$ cat src/design/ocm_pkg.sv
// Shared types and constants for the optimizer convergence monitor.
// No dependencies; imported by every module of the block except ocm_ram.
package ocm_pkg;

  localparam int DEFAULT_VECTOR_DEPTH = 256;
  localparam int Q_DEPTH = 4;
  localparam int Q_PTR_W = $clog2(Q_DEPTH);
  localparam int OUT_DEPTH = 2;

  typedef enum logic {
    CMD_ELEMENT = 1'b0,
    CMD_TICK    = 1'b1
  } command_t;

  typedef enum logic [2:0] {
    RSN_NONE       = 3'd0,
    RSN_ITER       = 3'd1,
    RSN_RUNTIME    = 3'd2,
    RSN_ELEM_DELTA = 3'd3,
    RSN_AVG_DELTA  = 3'd4,
    RSN_ELEM_GRAD  = 3'd5,
    RSN_AVG_GRAD   = 3'd6,
    RSN_OBJECTIVE  = 3'd7
  } reason_t;

  typedef enum logic [2:0] {
    CFG_MAX_ITER   = 3'd0,
    CFG_MAX_TICKS  = 3'd1,
    CFG_ELEM_DELTA = 3'd2,
    CFG_AVG_DELTA  = 3'd3,
    CFG_ELEM_GRAD  = 3'd4,
    CFG_AVG_GRAD   = 3'd5,
    CFG_OBJ_DELTA  = 3'd6,
    CFG_VEC_LEN    = 3'd7
  } cfg_idx_t;

  typedef struct packed {
    logic [31:0]        max_iterations;
    logic [47:0]        max_runtime_ticks;
    logic signed [31:0] min_element_delta;
    logic signed [31:0] min_average_delta;
    logic signed [31:0] min_element_gradient;
    logic signed [31:0] min_average_gradient;
    logic signed [31:0] min_objective_delta;
    logic [8:0]         vector_length;
  } cfg_t;

  // request as it travels from the front queue to the back end
  typedef struct packed {
    logic        tick;
    logic        last;
    logic [31:0] param;
    logic [31:0] grad;
    logic [31:0] obj;
  } item_t;

  typedef struct packed {
    logic        converged;
    reason_t     reason;
    logic [31:0] iteration;
  } result_t;

endpackage

$ cat src/design/ocm_front.sv
// Front end: configuration registers, request classification (tick or element,
// element slot, last of iteration) and the short request queue. Uses ocm_pkg.
module ocm_front import ocm_pkg::*; #(
  parameter int VECTOR_DEPTH = DEFAULT_VECTOR_DEPTH,
  localparam int LEN_W = $clog2(VECTOR_DEPTH + 1),
  localparam int IDX_W = (VECTOR_DEPTH > 1) ? $clog2(VECTOR_DEPTH) : 1
) (
  input  logic             clk,
  input  logic             rst,
  input  logic             cfg_valid,
  output logic             cfg_ready,
  input  logic [2:0]       cfg_index,
  input  logic [47:0]      cfg_data,
  input  logic             push,
  output logic             full,
  input  logic             command,
  input  logic [31:0]      param_value,
  input  logic [31:0]      gradient_value,
  input  logic [31:0]      objective,
  output cfg_t             cfg,
  output logic [LEN_W-1:0] eff_len,
  output logic             q_valid,
  input  logic             q_pop,
  output item_t            q_item,
  output logic [IDX_W-1:0] q_idx
);
  item_t            qmem [Q_DEPTH];
  logic [IDX_W-1:0] qidx [Q_DEPTH];
  logic [Q_PTR_W-1:0] head, tail;
  logic [Q_PTR_W:0]   count;
  logic [LEN_W-1:0]   element_index;
  logic [31:0]        vl32;
  logic               accept, is_tick, is_last;

  assign cfg_ready = 1'b1;
  assign full      = (count == (Q_PTR_W + 1)'(Q_DEPTH));
  assign accept    = push && !full;
  assign is_tick   = (command == CMD_TICK);
  assign is_last   = ((LEN_W + 1)'(element_index) + 1'b1) >= (LEN_W + 1)'(eff_len);
  assign vl32      = 32'(cfg.vector_length);

  always_ff @(posedge clk) begin
    if (rst) begin
      cfg.max_iterations       <= '0;
      cfg.max_runtime_ticks    <= '1;
      cfg.min_element_delta    <= 32'sh8000_0000;
      cfg.min_average_delta    <= 32'sh8000_0000;
      cfg.min_element_gradient <= 32'sh8000_0000;
      cfg.min_average_gradient <= 32'sh8000_0000;
      cfg.min_objective_delta  <= 32'sh8000_0000;
      cfg.vector_length        <= 9'd256;
    end else if (cfg_valid) begin
      unique case (cfg_idx_t'(cfg_index))
        CFG_MAX_ITER:   cfg.max_iterations       <= cfg_data[31:0];
        CFG_MAX_TICKS:  cfg.max_runtime_ticks    <= cfg_data;
        CFG_ELEM_DELTA: cfg.min_element_delta    <= cfg_data[31:0];
        CFG_AVG_DELTA:  cfg.min_average_delta    <= cfg_data[31:0];
        CFG_ELEM_GRAD:  cfg.min_element_gradient <= cfg_data[31:0];
        CFG_AVG_GRAD:   cfg.min_average_gradient <= cfg_data[31:0];
        CFG_OBJ_DELTA:  cfg.min_objective_delta  <= cfg_data[31:0];
        CFG_VEC_LEN:    cfg.vector_length        <= cfg_data[8:0];
        default: ;
      endcase
    end
  end

  // effective length: zero acts as one, clamp to store depth
  always_comb begin
    if (vl32 == 32'd0) begin
      eff_len = LEN_W'(1);
    end else if (vl32 > 32'(VECTOR_DEPTH)) begin
      eff_len = LEN_W'(VECTOR_DEPTH);
    end else begin
      eff_len = LEN_W'(vl32);
    end
  end

  always_ff @(posedge clk) begin
    if (rst) begin
      element_index <= '0;
    end else if (accept && !is_tick) begin
      element_index <= is_last ? '0 : element_index + 1'b1;
    end
  end

  always_ff @(posedge clk) begin
    if (accept) begin
      qmem[tail] <= '{tick: is_tick, last: is_last && !is_tick, param: param_value,
                      grad: gradient_value, obj: objective};
      qidx[tail] <= IDX_W'(element_index);
    end
  end

  always_ff @(posedge clk) begin
    if (rst) begin
      head  <= '0;
      tail  <= '0;
      count <= '0;
    end else begin
      if (accept) tail <= tail + 1'b1;
      if (q_pop)  head <= head + 1'b1;
      count <= count + (Q_PTR_W + 1)'(accept) - (Q_PTR_W + 1)'(q_pop);
    end
  end

  assign q_valid = (count != '0);
  assign q_item  = qmem[head];
  assign q_idx   = qidx[head];
endmodule

$ cat config.mk
export PLATFORM = sky130hd
export DESIGN_NAME = ocm_front
export DESIGN_NICKNAME = d
export VERILOG_FILES = /design/src/design/ocm_pkg.sv /design/src/design/ocm_front.sv
export SDC_FILE = /design/constraint.sdc
export NUM_CORES = 1
export LEC_CHECK = 0
export BUFFER_PORTS_ARGS = -buffer_cell sky130_fd_sc_hd__clkbuf_2
export CAP_MARGIN = 10
export CORE_ASPECT_RATIO = 0.75
export CORE_MARGIN = 2
export CORE_UTILIZATION = 49
export DETAILED_ROUTE_END_ITERATION = 16
export PLACE_DENSITY_LB_ADDON = 0.12
export SETUP_SLACK_MARGIN = 0.4
export SLEW_MARGIN = 20
export SYNTH_ARGS = -nofsm -noshare
export SYNTH_HDL_FRONTEND = slang
export SYNTH_SLANG_ARGS = --single-unit
$ cat constraint.sdc
create_clock -name clk -period 4 [get_ports clk]
set_input_delay 0.6 -clock clk [delete_from_list [all_inputs] [get_ports clk]]
set_output_delay 0.6 -clock clk [all_outputs]
set_load 0.005 [all_outputs]
---- Word-level counts from Yosys, hierarchy flattened ----
Memory sizes are Yosys's and may differ from the RTL's. A register that Yosys moved wholly into a read port is not among the register bits.
Cells that the tools add are included.
word-level totals
  memory bits (writable) .................. 424
  bits of input ports ..................... 153
  memories ................................ 2
  output and inout port bits .............. 367
  word-level logic and storage cells ...... 55
  flip-flop bits (word level) ............. 265
memory list
  memory  depth  bits a word  rd ports  clocked after Yosys merged registers in  wr ports  line             RTL
  qmem    4      98           1         1                                        1         ocm_front.sv:27  item_t qmem [Q_DEPTH];
  qidx    4      8            1         1                                        1         ocm_front.sv:28  logic [IDX_W-1:0] qidx [Q_DEPTH];
cells by class
  multiplexer cells ....................... 9
  order comparisons ....................... 2
  add/subtract/negate cells ............... 6
  equality and inequality tests ........... 8
  reductions and logical operators ........ 16
operators with widths
  operator                number
  $logic_not A32 Y1       1
  $mux W9                 3
  $reduce_and A2 Y1       8
  $eq A3 B3 Y1 const B    5
  $add A9 B1 Y10 const B  1
  $ge A10 B9 Y1           1
  $add A9 B1 Y9 const B   1
  $gt A9 B9 Y1 const B    1
  $mux W2                 4
  $eq A3 B2 Y1 const B    2
  $add A2 B1 Y2 const B   2
  $add A3 B1 Y3           1
  $eq A3 B1 Y1 const B    1
  $logic_and A1 B1 Y1     3
  $logic_not A3 Y1        1
  $reduce_bool A3 Y1      1
  $sub A3 B1 Y3           1
  $logic_not A1 Y1        2
  $mux W1                 2

---- Logic depth before layout (Yosys ltp) ----
Gate-level depths: netlist of run 1.
  depth after elaboration ................. 5
  depth in mapped cells ................... 12

---- Least setup slack after synthesis of run 1 ----
OpenSTA, ideal clock, no wires.
  path kind ............................... input -> register
  from .................................... input push
  to ...................................... memory qidx[0][0] in the netlist's numbering (enable)
  data required time ...................... 3,522 ps
  arrival ................................. 3,360 ps
  setup time .............................. 478 ps
  buffers on the path ..................... 1
  stages on the path ...................... 3
  path slack .............................. 162 ps
  cells stage by stage .................... nor2b_1 > buf_2 > and2_1
between the ends
  longest elaborated chain between the ends .. 3
ends and longest elaborated chain
  what                           line             RTL
  from (decl)                    ocm_front.sv:14  input logic push,
  $logic_and A1 B1 Y1            ocm_front.sv:37  assign accept = push && !full;
  $mux W1                        ocm_front.sv:87  if (accept) begin
  $mux W1 (implied by the code)  ocm_front.sv:90  qidx[tail] <= IDX_W'(element_index);
  to (decl)                      ocm_front.sv:28
No other way between the ends.

==> reports/results.env, run 1 <==
POSTCTSSETUPREPAIRBUFS=0
CRITICAL_PATH_LAUNCH_POINT_TYPE='flip-flop'
TIMING.FINAL.MAX_SLEW_VIOLATIONS=0
SETUP_VIOLATIONS=0
SYNTHESIS.AREA_MM2=0.0252
DR_TOTAL_VIAS=16400
START_UTIL_PCT=49.3
DIE_Y_UM=201
CP_DATA_ARRIVAL_TIME_NS=2.52
POST_DETAILED_PLACEMENT_HALF_PERIMETER_WIRELENGTH_UM=43000
BUFFER_PORTS.INSERTED=518
DIE_WIDTH_UM=266
DRT_PRE_ANTENNA_ITERS=6
CTS.HOLD.BUFFERS_ADDED=0
CELLLEAKAGEPOWER_nW=11.5
SYNTH_NETS=1988
CTSHTREEMAXLEVEL=3
REGISTER_CLOCK_PIN_SLEW_ON_THE_REPORTED_WORST_SETUP_AND_HOLD_PATHS_NS=0.06
WL_UM=64400
SYNTHESIS.YOSYS.WARNINGS=0
CRITPATHKIND='reg2out'
RESULT_OF_THE_RUN='complete, no violations'
GLOBAL_ROUTE.USAGE.TOTAL_PCT=23.8
FINALCLOCKSKEW_NS=0.0240
SYNTH-SEQ-CELLS=691
POWER.SHARE.COMBINATIONAL_PCT=10.8
LAYOUT.FILLER_CELLS=4059
TRITONCTS.NUM_BUFFERS=67
NUMBER_OF_SINKS_HANDLED_BY_CLOCK_TREE_SYNTHESIS=691
GRT_OVERFLOW=0
RSZ0062_AT_GRT='false'
ASYNC_RESET_FF_SHARE_PCT=0
SETUP_TNS_NS=0
WORST_SLEW_PIN_SLEW_NS=0.785
SLEW-LIMIT-HEADROOM_PCT=47.6
GRT_START_MAX_NET_PINS=118
SYNTH-EDFF-COUNT=424
FINAL-HOLD-VIOLATION-COUNT=0
DR.FIRST_ITER.DRC_COUNT=1503
CLOCKBUFFERDEPTH=3
ROUTABILITYCONGESTION=0.856
SEQUENTIALPOWERSHARE_PCT=51.2
SYNTHESIS.AREA_PER_INSTANCE_UM2=13.9
IOPINCOUNT=520
DIE_AREA_MM2=0.0534
FLOW.AREA_GROWTH_FROM_SYNTHESIS_PCT=21.6
SYNTHESIZED_INSTANCE_COUNT=1818
ANTENNA_FOUND_INITIAL=2
NUMBER_OF_CELLS_UPSIZED_OR_DOWNSIZED_AFTER_CTS=0
DRV.MAX_CAP_VIOLATION_COUNT=0
NNETSFINAL=2492
GRT_PASS1_WL_UM=96400
WORST_HOLD_SLACK_NS=0.213
VIAS_IN_THE_FIRST_GLOBAL_ROUTE=15800
POST-ROUTE-MIN-PERIOD_NS=3.12
SEQ_AREA_FRAC_SYNTH_PCT=71.6
MULTI_INPUT_AREA_MM2=0.00662
DRT_DRC_VIOLATIONS_LEFT=0
YS_TYPES=41
VIA_TO_CELL_RATIO=5.40
CLOCK_TREE.ROOT_CELL='sky130_fd_sc_hd__clkbuf_16'
MAX_FREQ_GHz=0.320
WL_PER_CELL_UM=21.2
ANTENNA_VIOLATING_NETS_POST_ROUTE=0
REGISTER_AREA_MM2=0.0181
HP-CLASS='in2reg'
IR_DROP_uV=346
SWSHARE_PCT=23.4
CRIT_REQUIRED_NS=3.40
ENDPOINT_KIND='primary output'
CORE_REGION_AREA_MM2=0.0513
FLOORPLAN.ROWS=72
POWERDENSITY_mW_PER_MM2=529
CLOCK_POWER_SHARE_PCT=38.0
LAYOUT-DRIVE-GT1-SHARE_PCT=32.7
SYNTH_FLOP_CELL='sky130_fd_sc_hd__edfxtp_1'
POWER.INTERNAL_mW=12.4
WORST-PATH-MAX-FANOUT=35
FINALCRITPERIODSHARE_PCT=78.0
SWITCHINGPOWER_mW=3.79
TOTAL_CHIP_POWER_mW=16.2
CLK_LATENCY_NS=0.61
CTS_TREE='built'
-- layout by cell type (no fill, tap or decap), types with 5 or more instances in the layout --
master	count
sky130_fd_sc_hd__xor2_1	6
sky130_fd_sc_hd__clkbuf_1	19
sky130_fd_sc_hd__clkinv_1	5
sky130_fd_sc_hd__nand3b_1	54
sky130_fd_sc_hd__mux4_2	106
sky130_fd_sc_hd__dfxtp_1	265
sky130_fd_sc_hd__nor2_2	5
sky130_fd_sc_hd__clkbuf_2	517
sky130_fd_sc_hd__buf_12	11
sky130_fd_sc_hd__nand3_1	12
sky130_fd_sc_hd__clkbuf_16	70
sky130_fd_sc_hd__ha_1	16
sky130_fd_sc_hd__clkinv_2	10
sky130_fd_sc_hd__xnor2_1	6
sky130_fd_sc_hd__edfxtp_1	424
sky130_fd_sc_hd__buf_4	23
sky130_fd_sc_hd__nand2_1	525
sky130_fd_sc_hd__inv_1	12
sky130_fd_sc_hd__a21oi_1	209
sky130_fd_sc_hd__nor2b_1	6
sky130_fd_sc_hd__nor2_1	14
-- worst paths after layout --
check / startpoint / endpoint / slack, ns / cells after the start
setup / recovery: flip-flop / q_item[12] / 0.88 / 3
hold / removal: objective[6] / qmem[2][6] / 0.21 / 1
setup reg to reg: element_index[0] / qmem[3][96] / 1.19 / 10
hold reg to reg: cfg[107] / cfg[107] / 0.45 / 2
-- cells in the mapped netlist, drive strengths merged, types with 6 or more instances --
| cell type | instances | share of area, % |
|---|---|---|
| edfxtp | 424 | 50 |
| xnor2 | 6 | 0.21 |
| clkbuf | 59 | 0.88 |
| nor2 | 20 | 0.31 |
| dfxtp | 267 | 21 |
| nor2b | 6 | 0.15 |
| inv | 13 | 0.19 |
| ha | 16 | 0.79 |
| nand3b | 54 | 1.6 |
| xor2 | 6 | 0.21 |
| nand3 | 14 | 0.33 |
| nand2 | 526 | 7.8 |
| mux4 | 106 | 9.5 |
| a21oi | 209 | 4.1 |
| buf | 58 | 1.3 |
-- per-stage QoR --
step	utilization, %	setup WS [ns]	instance area, um^2	cells
floorplan	-	1.34	25300	1818
global placement	55.7	1.29	28600	2919
detailed placement	55.7	1.23	28600	2919
CTS	59.9	0.770	30700	3036
global route	59.9	0.683	30700	3036
finish	59.9	0.879	30700	3037
-- critical path, stage by stage, from the launching register on --
cell and delay (ns):
sky130_fd_sc_hd__dfxtp_4 0.85, sky130_fd_sc_hd__buf_12 0.33, sky130_fd_sc_hd__mux4_2 0.57, sky130_fd_sc_hd__clkbuf_2 0.13
-- state kept, by name, summed over array words and instances (netlist names), named ones only --
signal / count
qmem: 392
cfg: 249
qidx: 32
element_index: 9
count: 3
head: 2
tail: 2
-- power by group through the flow --
stage,logic [mW],registers (mW),clock network [mW]
after floorplan,0.950,8.41,0
after global placement,1.78,8.44,0
after detailed placement,1.79,8.47,0
after CTS,1.80,8.32,6.30
after global routing,1.91,8.35,6.58
final,1.76,8.31,6.17
-- area by class of cell --
class / instances / share of cell area [%]
Tap cell: 666 / 2.71
Sequential cell: 691 / 58.9
Timing Repair Buffer: 552 / 9.74
Clock inverter: 24 / 0.839
Antenna cell: 1 / 0.00815
Multi-Input combinational cell: 996 / 21.5
Inverter: 14 / 0.171
Clock buffer: 93 / 6.10
-- metal layers --
metal  track usage (%)  wire length [um]  share of wire, %  vias to the layer above
li1                  -                 -                 -                     7505
met1              32.9             27000                42                     8127
met2              38.2             31000                48                      627
met3              4.59              4490               7.0                      124
met4              7.97              1920               3.0                        2
met5                 0                10             0.016                        -
-- cells by family (layout without fill, tap and decap cells) --
family,count (synthesis),after routing,share of synthesized area (%)
and+or+nand+nor,644,644,10.9
other,1,2,0.0149
xor gates and xnor gates,12,12,0.416
muxes,106,106,9.46
buffers and inverters,131,683,2.40
adders and majority gates,17,17,0.872
AOI/OAI and AO/OA,216,216,4.36
DFF,691,691,71.6
Power figures use the tool's default switching activity.
==> inputs of run 2 (changes only) <==
--- a/config.mk
+++ b/config.mk
@@ -9,7 +9,7 @@
 export CAP_MARGIN = 10
 export CORE_ASPECT_RATIO = 0.75
 export CORE_MARGIN = 2
-export CORE_UTILIZATION = 49
+export CORE_UTILIZATION = 54
 export DETAILED_ROUTE_END_ITERATION = 16
 export PLACE_DENSITY_LB_ADDON = 0.12
 export SETUP_SLACK_MARGIN = 0.4
==> constraint.sdc (replaced) <==
create_clock -name clk -period 3 [get_ports clk]
set_input_delay 0.45 -clock clk [delete_from_list [all_inputs] [get_ports clk]]
set_output_delay 0.45 -clock clk [all_outputs]
set_load 0.005 [all_outputs]
==> run 2 against run 1 <==
  * First-iteration DRC count is 5.8% lower
  * Register-to-register slack worse by 0.63 ns
  * Global-route usage is 3.0 points higher
  * Cell count is 0.43% lower
  * Critical path depth stayed put
  * Clock skew is 0.014 ns lower
  * Count of clock-buffer cells in the layout is 4 higher
  * Via count is 1.7% higher
  * Hold slack worse by 0.15 ns
  * Non-clock buffer count is 18 higher
==> reports/results.env, run 2 (synthesized netlist as in run 1, its figures left out) <==
RESULT_OF_THE_RUN='complete, no violations'
GRT_OVERFLOW=0
DIE_WIDTH_UM=254
CRIT_PATH_TOP_DELAY_CELL='sky130_fd_sc_hd__mux4_2'
DIE_Y_UM=191
WL_UM=66100
LARGEST-REGISTER='qmem'
GLOBAL_ROUTE.USAGE.TOTAL_PCT=26.8
TRITONCTS.NUM_BUFFERS=66
WORST_SLEW_PIN_SLEW_NS=0.798
SETUP_VIOLATIONS=0
COMMONEST_CELLS_AFTER_ROUTING_FILL_AND_TAPS_ASIDE='sky130_fd_sc_hd__nand2_1, sky130_fd_sc_hd__clkbuf_2, sky130_fd_sc_hd__edfxtp_1, sky130_fd_sc_hd__dfxtp_1, sky130_fd_sc_hd__a21oi_1'
ENDPOINT_KIND='primary output'
CELLLEAKAGEPOWER_nW=11.7
PLACED_AREA_MM2=0.0288
TIMING.RR.START='cfg[4]'
WORST_HOLD_STARTPOINT='cfg_data[34]'
TIMING.FINAL.MAX_SLEW_VIOLATIONS=0
NUMBER_OF_SINKS_HANDLED_BY_CLOCK_TREE_SYNTHESIS=691
WL_PER_CELL_UM=21.9
PLACED_CELLS=2897
LAYOUT-DRIVE-GT1-SHARE_PCT=33.4
IR_DROP_uV=439
CRIT_REQUIRED_NS=2.55
CLOCKBUFFERDEPTH=3
ROUTABILITYCONGESTION=0.878
START_UTIL_PCT=54.7
CORE_REGION_AREA_MM2=0.0461
DR.FIRST_ITER.DRC_COUNT=1416
NNETSFINAL=2509
HP-CLASS='in2reg'
SETUP_TNS_NS=0
MAX_FREQ_GHz=0.391
POWERDENSITY_mW_PER_MM2=709
FINALCRITPERIODSHARE_PCT=85.3
FINAL-HOLD-VIOLATION-COUNT=0
FLOORPLAN.ROWS=68
IOPINCOUNT=520
WORST_HOLD_SLACK_NS=0.0646
FLOW.AREA_GROWTH_FROM_SYNTHESIS_PCT=23.2
ANTENNA_FOUND_INITIAL=4
DR_TOTAL_VIAS=16700
REGISTER_CLOCK_PIN_SLEW_ON_THE_REPORTED_WORST_SETUP_AND_HOLD_PATHS_NS=0.06
CLK_LATENCY_NS=0.59
POST-ROUTE-MIN-PERIOD_NS=2.56
BUFFER_PORTS.INSERTED=518
FINISH.INSTANCE_AREA_MM2=0.0311
WORST_SLACK_NS=0.441
LARGEST_REGISTER_FFS=392
DRT_DRC_VIOLATIONS_LEFT=0
CTS_TREE='built'
CRITICAL_PATH.MAX_STAGE_DELAY_NS=0.51
PRE_CTS_WS_NS=0.346
ANTENNA_VIOLATING_NETS_POST_ROUTE=0
DIE_AREA_MM2=0.0485
DRT_PRE_ANTENNA_ITERS=5
CTS.HOLD.BUFFERS_ADDED=0
POST_DETAILED_PLACEMENT_HALF_PERIMETER_WIRELENGTH_UM=44000
VIA_TO_CELL_RATIO=5.51
CTSHTREEMAXLEVEL=3
DRV.MAX_CAP_VIOLATION_COUNT=0
FIN_CELLS=3024
GRT_START_MAX_NET_PINS=89
WORST-PATH-MAX-FANOUT=18
FINALCLOCKSKEW_NS=0.0101
CLOCK_TREE.ROOT_CELL='sky130_fd_sc_hd__clkbuf_16'
REG_TOP3='qmem: 392 flops, cfg: 249 flops, qidx: 32 flops'
SLEW-LIMIT-HEADROOM_PCT=46.6
CP_DATA_ARRIVAL_TIME_NS=2.11
CRITPATHKIND='reg2out'
CRITICAL_PATH_LAUNCH_POINT_TYPE='flip-flop'
RSZ0062_AT_GRT='true'
GRT_PASS1_WL_UM=97300
MOST_COMMON_LIBRARY_CELL_IN_THE_LAYOUT_IGNORING_FILL_AND_TAPS='sky130_fd_sc_hd__nand2_1'
CRIT_CHAIN='bufbuf_16 -> mux4_2 -> clkbuf_2'
VIAS_IN_THE_FIRST_GLOBAL_ROUTE=16100
==> run 2: final timing paths <==
path,endpoint,slack [ns],depth (start not counted)
worst max-delay path,q_item[52],0.44,3
worst min-delay path,cfg[203],0.06,3
worst max register to register,element_index[2],0.56,11
worst min register to register,cfg[107],0.45,2
==> run 2: area by class of cell <==
type                            count  area [um^2]
Clock inverter                     24          264
Inverter                           14         52.6
Clock buffer                       97         1950
Antenna cell                        2         5.00
Multi-Input combinational cell    996         6630
Tap cell                          630          788
Sequential cell                   691        18100
Timing Repair Buffer              570         3330
Fill cell                        3349        15000
==> run 2: where the power goes <==
| group | leakage (nW) | total, mW | internal [mW] | switching, mW |
|---|---|---|---|---|
| registers | 6.07 | 11.1 | 10.8 | 0.220 |
| clock network | 1.09 | 8.48 | 5.04 | 3.44 |
| logic | 4.55 | 2.50 | 1.11 | 1.39 |
==> run 2: metrics by stage <==
stage | util [%] | power (mW)
after floorplan | - | 12.5
after global routing | 67.5 | 22.8
after detailed placement | 62.4 | 13.7
after global placement | 62.4 | 13.7
after CTS | 67.3 | 22.2
final | 67.5 | 22.0
==> run 2: routing by layer <==
| metal | global-route usage [%] | routed length (um) | vias up |
|---|---|---|---|
| li1 | - | - | 7548 |
| met3 | 6.74 | 5720 | 119 |
| met5 | 0 | 23 | - |
| met1 | 36.2 | 26400 | 8287 |
| met4 | 10.0 | 1960 | 4 |
| met2 | 42.5 | 32000 | 712 |
==> run 2: critical path, delay by kind of cell, from the launching register on <==
kind                   cells  cell delay [ns]
buffers and inverters      2             0.53
flip-flops                 1             0.46
multiplexers               1             0.51
==> run 2: what timing repair did <==
item,in CTS,in global routing
setup endpoints to repair,86,40
gates cloned,1,1
hold endpoints to repair,0,0
gates resized for setup,4,8
buffers inserted,2,0
